### config.mk
export PLATFORM = sky130hd
export DESIGN_NAME = tea_round_cell
export DESIGN_NICKNAME = d
export VERILOG_FILES = /design/src/hw/rtl/tea_pkg.sv /design/src/hw/rtl/tea_round_cell.sv
export SDC_FILE = /design/constraint.sdc
export NUM_CORES = 1
export LEC_CHECK = 0
export BUFFER_PORTS_ARGS = -buffer_cell sky130_fd_sc_hd__buf_4
export CAP_MARGIN = 10
export CORE_MARGIN = 3
export CORE_UTILIZATION = 45
export DETAILED_ROUTE_END_ITERATION = 6
export GPL_ROUTABILITY_DRIVEN = 0
export HOLD_SLACK_MARGIN = 0.02
export MAX_ROUTING_LAYER = met4
export PLACE_DENSITY = 0.69
export RECOVER_POWER = 50
export SLEW_MARGIN = 20
export SYNTH_ARGS = -nofsm -noshare
export SYNTH_HDL_FRONTEND = slang
export SYNTH_SLANG_ARGS = --single-unit
### constraint.sdc
create_clock -name i_clk -period 13.2 [get_ports i_clk]
set_input_delay 1.32 -clock i_clk [delete_from_list [all_inputs] [get_ports i_clk]]
set_output_delay 1.32 -clock i_clk [all_outputs]
set_load 0.05 [all_outputs]
### src/hw/rtl/tea_pkg.sv
// ----------------------------------------------------------------------------
// tea_pkg
// shared types, constants and the round mixing function of the tea engine
// ----------------------------------------------------------------------------
package tea_pkg;

    localparam int          TEA_ROUNDS    = 32;
    localparam logic [31:0] TEA_DELTA     = 32'h9E37_79B9;
    localparam int          TEA_CFG_IDX_W = 8;

    localparam logic [31:0] KEY0_RST = 32'hDEAD_BEEF;
    localparam logic [31:0] KEY1_RST = 32'hCAFE_BABE;
    localparam logic [31:0] KEY2_RST = 32'hFEED_FACE;
    localparam logic [31:0] KEY3_RST = 32'hC0DE_FEED;

    localparam logic [TEA_CFG_IDX_W-1:0] CFG_KEY0 = TEA_CFG_IDX_W'(0);
    localparam logic [TEA_CFG_IDX_W-1:0] CFG_KEY1 = TEA_CFG_IDX_W'(1);
    localparam logic [TEA_CFG_IDX_W-1:0] CFG_KEY2 = TEA_CFG_IDX_W'(2);
    localparam logic [TEA_CFG_IDX_W-1:0] CFG_KEY3 = TEA_CFG_IDX_W'(3);

    typedef enum logic {
        OP_ENCRYPT = 1'b0,
        OP_DECRYPT = 1'b1
    } t_op;

    typedef struct packed {
        logic [31:0] k0;
        logic [31:0] k1;
        logic [31:0] k2;
        logic [31:0] k3;
    } t_key;

    typedef struct packed {
        logic        valid;
        t_op         op;
        logic [31:0] a;
        logic [31:0] b;
    } t_stage;

    function automatic logic [31:0] tea_mix(
        input logic [31:0] x,
        input logic [31:0] s,
        input logic [31:0] ka,
        input logic [31:0] kb
    );
        return ((x << 4) + ka) ^ (x + s) ^ ((x >> 5) + kb);
    endfunction

endpackage

### src/hw/rtl/tea_round_cell.sv
// ----------------------------------------------------------------------------
// tea_round_cell
// one half round of the cipher, registered, handing its word to the next cell
// ----------------------------------------------------------------------------
module tea_round_cell #(
    parameter int P_ROUNDS = 32,
    parameter int P_ROUND  = 0,
    parameter int P_HALF   = 0
) (
    input  logic            i_clk,
    input  logic            i_rst_n,
    input  tea_pkg::t_key   i_key,
    input  tea_pkg::t_stage i_stage,
    output tea_pkg::t_stage o_stage
);
    import tea_pkg::*;

    localparam logic [63:0] ENC_PROD = 64'(TEA_DELTA) * 64'(P_ROUND + 1);
    localparam logic [63:0] DEC_PROD = 64'(TEA_DELTA) * 64'(P_ROUNDS - P_ROUND);
    localparam logic [31:0] ENC_SUM  = ENC_PROD[31:0];
    localparam logic [31:0] DEC_SUM  = DEC_PROD[31:0];

    t_stage      r_stage;
    t_stage      n_stage;
    logic        w_upd_a;
    logic [31:0] w_src;
    logic [31:0] w_dst;
    logic [31:0] w_sum;
    logic [31:0] w_ka;
    logic [31:0] w_kb;
    logic [31:0] w_mix;
    logic [31:0] w_res;

    always_comb begin
        // first half of encrypt and second half of decrypt update the a half
        if (P_HALF == 0) begin
            w_upd_a = (i_stage.op == OP_ENCRYPT);
        end else begin
            w_upd_a = (i_stage.op == OP_DECRYPT);
        end
        w_src = w_upd_a ? i_stage.b : i_stage.a;
        w_dst = w_upd_a ? i_stage.a : i_stage.b;
        w_ka  = w_upd_a ? i_key.k0 : i_key.k2;
        w_kb  = w_upd_a ? i_key.k1 : i_key.k3;
        w_sum = (i_stage.op == OP_ENCRYPT) ? ENC_SUM : DEC_SUM;
        w_mix = tea_mix(w_src, w_sum, w_ka, w_kb);
        w_res = (i_stage.op == OP_ENCRYPT) ? (w_dst + w_mix) : (w_dst - w_mix);

        n_stage = i_stage;
        if (w_upd_a) begin
            n_stage.a = w_res;
        end else begin
            n_stage.b = w_res;
        end
    end

    always_ff @(posedge i_clk) begin
        if (!i_rst_n) begin
            r_stage.valid <= 1'b0;
        end else begin
            r_stage.valid <= n_stage.valid;
        end
        r_stage.op <= n_stage.op;
        r_stage.a  <= n_stage.a;
        r_stage.b  <= n_stage.b;
    end

    assign o_stage = r_stage;

endmodule
==> results.sh, run 1 <==
export IMPL_final_max_slew_viol_count=0
export IMPL_swShare=0.537
export IMPL_die_h_um=158
export IMPL_finalSetupViolCount=0
export IMPL_clockPowerShare=0.088
export IMPL_htreeDepth=3
export IMPL_grt_pass1_wl_um=50900
export IMPL_yosysWarnings=0
export IMPL_worst_path_max_fanout=116
export IMPL_fin_crit_ns=8.95
export IMPL_grt_start_max_net_pins=117
export IMPL_cts_resized=0
export IMPL_largest_reg_flops=66
export IMPL_avgRoutedWirePerCell_um=18.2
export IMPL_synth_cell_types=89
export IMPL_postCtsHoldBufs=0
export IMPL_postLayoutCoreUtil=0.566
export IMPL_fin_hold_ws_ns=1.20
export IMPL_cp_arrival_ns=9.21
export IMPL_row_count=54
export IMPL_firstDrtPassIters=5
export IMPL_antenna_cells=0
export IMPL_min_period_over_period=0.678
export IMPL_worstSetupStartpointType="input pin"
export IMPL_mostFrequentLayoutCells="buf_4, xnor2_1, nand2_1"
export IMPL_via_per_inst=5.84
export IMPL_max_vdd_ir_drop_uv=110
export IMPL_multi_input_comb_area_mm2=0.00867
export IMPL_synth_seq_cells=66
export IMPL_finalPower_mw=2.60
export IMPL_setup_slack_ns=4.25
export IMPL_io_buffer_count=261
export IMPL_ios=262
export IMPL_worstPathRequired_ns=13.47
export IMPL_final_common_cell="buf_4"
export IMPL_power_frac_seq=0.128
export IMPL_cts_clk_slew_worst_paths_ns=0.06
export IMPL_finalHoldViolCount=0
export IMPL_crit_type="in2reg"
export IMPL_dr_total_vias=10700
export IMPL_tritoncts="built"
export IMPL_fmax_mhz=112
export IMPL_maxCapViolCount=0
export IMPL_post_cts_buffers=0
export IMPL_fill_cells=2115
export IMPL_dieWidth_um=158
export IMPL_timing_slew_headroom=0.385
export IMPL_grt_pass1_vias=9741
export IMPL_pre_cts_ws_ns=4.10
export IMPL_power_switching_mw=1.40
export IMPL_setup_tns_final_ns=0
export IMPL_leakagePower_nw=5.60
export IMPL_cp_end_kind="flip-flop"
export IMPL_syn_to_final_growth_pct=21.5
export IMPL_routed_wl_um=33300
export IMPL_power_density_mw_per_mm2=207
export IMPL_numCtsBuffers=9
export IMPL_tightest_slew_ns=0.922
export IMPL_synth_seq_area_share=0.128
export IMPL_syn_area_per_cell_um2=7.93
export IMPL_antenna_found_initial=0
export IMPL_ys_async_sr_fraction=0
export IMPL_drive_gt1_frac=0.219
export IMPL_start_util=0.466
export IMPL_combPwrFrac=0.784
export IMPL_ys_flop_type="dfxtp_1"
export IMPL_drtIter0Drc=994
export IMPL_ff_latch_area_mm2=0.00132
export IMPL_track_usage=0.262
export IMPL_die_area_mm2=0.0249
export IMPL_overflow=0
export IMPL_status="complete, no violations"
export IMPL_internal_power_mw=1.20
export IMPL_synth_enable_flop_cells=0
export IMPL_drcViolationCount=0
export IMPL_synth_nets=1599
export IMPL_cts_root_buffer="clkbuf_16"
export IMPL_syn_inst=1305
export IMPL_hpwl_um=27500
export IMPL_worstHoldPathType="in2reg"
export IMPL_clock_sinks=66
export IMPL_synthesis_area_mm2=0.0104
export IMPL_rsz0062_at_grt="false"
export IMPL_clock_path_buffers=2
export IMPL_ant_nets=0
export IMPL_fin_nets=1840
export IMPL_core_area_mm2=0.0222
==> cells by family after synthesis <==
family | Yosys count | share of synthesized area
AO/OA/AOI/OAI | 375 | 0.231
AND/OR/NAND/NOR | 374 | 0.183
XOR/XNOR | 192 | 0.180
multiplexers | 114 | 0.122
adder cells (fa/ha/maj) | 98 | 0.121
buffers and inverters | 86 | 0.0353
flip-flops | 66 | 0.128
==> area by class of cell <==
type,count,area share
clock inverter,5,0.00438
multi-input combinational,1153,0.689
tap,280,0.0278
timing repair buffer,267,0.141
clock buffer,11,0.0185
inverter,49,0.0146
sequential,66,0.105
==> power by group through the flow <==
| stage | logic (mW) | clock network (mW) | registers, mW |
|---|---|---|---|
| 6_report | 2.04 | 0.229 | 0.332 |
| 5_1_grt | 2.22 | 0.244 | 0.341 |
| 3_3_place_gp | 2.06 | 0 | 0.339 |
| 2_1_floorplan | 1.24 | 0 | 0.693 |
| 4_1_cts | 2.10 | 0.235 | 0.335 |
| 3_5_place_dp | 2.09 | 0 | 0.339 |
==> through the flow <==
stage	instances	area, um^2
after floorplan	1305	10400
after global placement	1815	12500
after detailed placement	1815	12500
after CTS	1831	12800
after global routing	1831	12600
final	1831	12600
==> final timing paths <==
path                   startpoint  cells past startpoint  slack, ns          end
worst max-delay path  i_stage[64]                     28       4.25  o_stage[62]
worst min-delay path  i_stage[65]                      2       1.20  o_stage[65]
==> per-layer routing <==
layer	global-route usage	up-vias	part of all wire
met3	0.0265	51	0.094
met2	0.371	548	0.41
met4	0.0640	0	0.022
met1	0.395	4854	0.48
li1	-	5247	-
met5	-	-	0
==> Yosys cell counts, drive strengths merged, types with 8 or more instances <==
| cell | count | share of area |
|---|---|---|
| a21boi | 8 | 0.0058 |
| a21o | 34 | 0.025 |
| a21oi | 102 | 0.049 |
| a31oi | 15 | 0.0091 |
| and2 | 13 | 0.0079 |
| and3 | 13 | 0.0079 |
| buf | 19 | 0.011 |
| clkbuf | 18 | 0.0065 |
| dfxtp | 66 | 0.13 |
| ha | 95 | 0.11 |
| inv | 48 | 0.017 |
| mux2 | 95 | 0.10 |
| mux2i | 19 | 0.018 |
| nand2 | 119 | 0.043 |
| nand2b | 18 | 0.011 |
| nand3 | 23 | 0.011 |
| nand4 | 12 | 0.0079 |
| nor2 | 84 | 0.030 |
| nor2b | 17 | 0.011 |
| nor3 | 20 | 0.010 |
| nor4 | 8 | 0.0077 |
| o211ai | 11 | 0.0085 |
| o21ai | 114 | 0.055 |
| o21bai | 15 | 0.011 |
| or2 | 8 | 0.0048 |
| xnor2 | 127 | 0.11 |
| xnor3 | 12 | 0.026 |
| xor2 | 53 | 0.045 |
==> critical path, cell delays in order <==
cell and delay [ns]:
clkbuf_8 0.53, buf_4 0.83, mux2i_1 0.41, inv_1 0.12, ha_1 0.24, fa_1 0.46
a211oi_1 0.30, o211ai_1 0.15, a31oi_1 0.28, o21ai_0 0.15, a21o_1 0.23, xnor3_1 0.44
a41oi_1 0.40, nor2_1 0.15, xnor2_1 0.15, ha_1 0.36, a21o_1 0.19, a21o_1 0.18
a21oi_1 0.14, o21bai_1 0.08, a21oi_1 0.15, o211ai_1 0.11, o21a_1 0.22, o221ai_1 0.27
a21oi_1 0.16, o41a_1 0.38, or4b_2 0.61, nand4_1 0.11
Note: power is estimated with default switching activity, not from simulation.
==> inputs of run 2 (changes only) <==
- PLACE_DENSITY: 0.69 -> 0.72
- clock period: 13.2 -> 7.9 ns (I/O delays scaled with it)
==> results.sh, run 2 (same netlist as run 1, synthesis figures left out) <==
export IMPL_status="complete, no violations"
export IMPL_antenna_found_initial=0
export IMPL_finalPower_mw=4.48
export IMPL_worstPathRequired_ns=8.17
export IMPL_tightest_slew_ns=0.893
export IMPL_worstHoldPathType="in2reg"
export IMPL_timing_slew_headroom=0.398
export IMPL_hpwl_um=28600
export IMPL_rsz0062_at_grt="false"
export IMPL_io_buffer_count=261
export IMPL_finalSetupViolCount=0
export IMPL_whs_path_depth=2
export IMPL_leakagePower_nw=5.70
export IMPL_cp_end_kind="flip-flop"
export IMPL_largest_reg_flops=66
export IMPL_min_period_over_period=0.910
export IMPL_htreeDepth=3
export IMPL_drtIter0Drc=1074
export IMPL_grt_start_max_net_pins=50
export IMPL_die_h_um=158
export IMPL_cts_root_buffer="clkbuf_16"
export IMPL_final_common_cell="buf_4"
export IMPL_cp_endpoint="o_stage[62]"
export IMPL_mostFrequentLayoutCells="buf_4, xnor2_1, nand2_1"
export IMPL_combPwrFrac=0.781
export IMPL_tritoncts="built"
export IMPL_fin_crit_ns=7.19
export IMPL_grt_pass1_wl_um=52500
export IMPL_slowest_delay_ns=0.62
export IMPL_cts_clk_slew_worst_paths_ns=0.06
export IMPL_slowest_stage="or4b_2"
export IMPL_fill_cells=2097
export IMPL_swShare=0.534
export IMPL_drive_gt1_frac=0.231
export IMPL_clock_path_buffers=2
export IMPL_routed_wl_um=34200
export IMPL_track_usage=0.271
export IMPL_overflow=0
export IMPL_crit_type="in2reg"
export IMPL_final_max_slew_viol_count=0
export IMPL_row_count=54
export IMPL_clockPowerShare=0.095
export IMPL_finalHoldViolCount=0
export IMPL_firstDrtPassIters=5
export IMPL_power_frac_seq=0.124
export IMPL_internal_power_mw=2.09
export IMPL_drcViolationCount=0
export IMPL_ios=262
export IMPL_fin_nets=1856
export IMPL_cp_arrival_ns=7.45
export IMPL_postLayoutCoreUtil=0.574
export IMPL_power_switching_mw=2.39
export IMPL_setup_tns_final_ns=0
export IMPL_maxCapViolCount=0
export IMPL_fmax_mhz=139
export IMPL_via_per_inst=5.89
export IMPL_start_util=0.466
export IMPL_ff_latch_area_mm2=0.00132
export IMPL_dr_total_vias=10878
export IMPL_dieWidth_um=158
export IMPL_fin_hold_ws_ns=0.671
export IMPL_ant_nets=0
export IMPL_cp_startpoint="i_stage[64]"
export IMPL_die_area_mm2=0.0249
export IMPL_numCtsBuffers=9
export IMPL_cts_resized=0
export IMPL_max_vdd_ir_drop_uv=180
export IMPL_syn_to_final_growth_pct=23.3
export IMPL_worst_path_max_fanout=46
export IMPL_post_cts_buffers=0
export IMPL_power_density_mw_per_mm2=351
export IMPL_worstSetupStartpointType="input pin"
export IMPL_antenna_cells=0
export IMPL_avgRoutedWirePerCell_um=18.5
export IMPL_multi_input_comb_area_mm2=0.00870
export IMPL_postCtsHoldBufs=0
export IMPL_core_area_mm2=0.0222
export IMPL_clock_sinks=66
export IMPL_grt_pass1_vias=10010
==> run 2: worst min path at each step <==
stage / slack, ns / from / endpoint
5_1_grt: 0.69 / i_stage[65] / o_stage[65]
2_1_floorplan: 0.82 / i_stage[64] / o_stage[64]
3_3_place_gp: 0.99 / i_stage[65] / o_stage[65]
3_5_place_dp: 1.00 / i_stage[65] / o_stage[65]
6_report: 0.67 / i_stage[65] / o_stage[65]
4_1_cts: 0.66 / i_stage[65] / o_stage[65]
==> run 2: through the flow <==
step           instances  worst slack (ns)  instance area (um^2)
6_report            1847             0.715                 12800
2_1_floorplan       1305           0.00193                 10400
3_5_place_dp        1831             0.516                 12700
4_1_cts             1847             0.854                 13000
5_1_grt             1847             0.139                 12800
3_3_place_gp        1831             0.555                 12700
==> run 2: power by group through the flow <==
stage          sequential (mW)  clock (mW)  combinational, mW
2_1_floorplan             1.16           0               2.08
3_3_place_gp             0.567           0               3.52
3_5_place_dp             0.569           0               3.55
4_1_cts                  0.563       0.433               3.58
5_1_grt                  0.573       0.443               3.79
6_report                 0.557       0.423               3.50
==> run 2: per-layer routing <==
metal / wire, um / global-route usage / vias up / share of wire
li1: - / - / 5278 / -
met3: 3370 / 0.0375 / 59 / 0.098
met1: 15800 / 0.398 / 4977 / 0.46
met2: 14300 / 0.392 / 564 / 0.42
met5: 0 / - / - / 0
met4: 745 / 0.0657 / 0 / 0.022
==> run 2: final cells by class <==
type | instances | share of cell area
multi-input cells | 1153 | 0.681
flip-flops and latches | 66 | 0.104
inverters | 49 | 0.0144
clock buffers | 11 | 0.0190
repair buffers | 283 | 0.148
clock inverters | 5 | 0.00608
well taps | 280 | 0.0274
==> run 2: worst max-delay path: cells and delay by family <==
kind	cells	cell delay [ns]
buffers and inverters	3	0.90
XOR/XNOR	2	0.35
AO/OA/AOI/OAI	12	2.47
multiplexers	1	0.37
AND/OR/NAND/NOR	7	1.81
adder cells (fa/ha/maj)	2	0.72
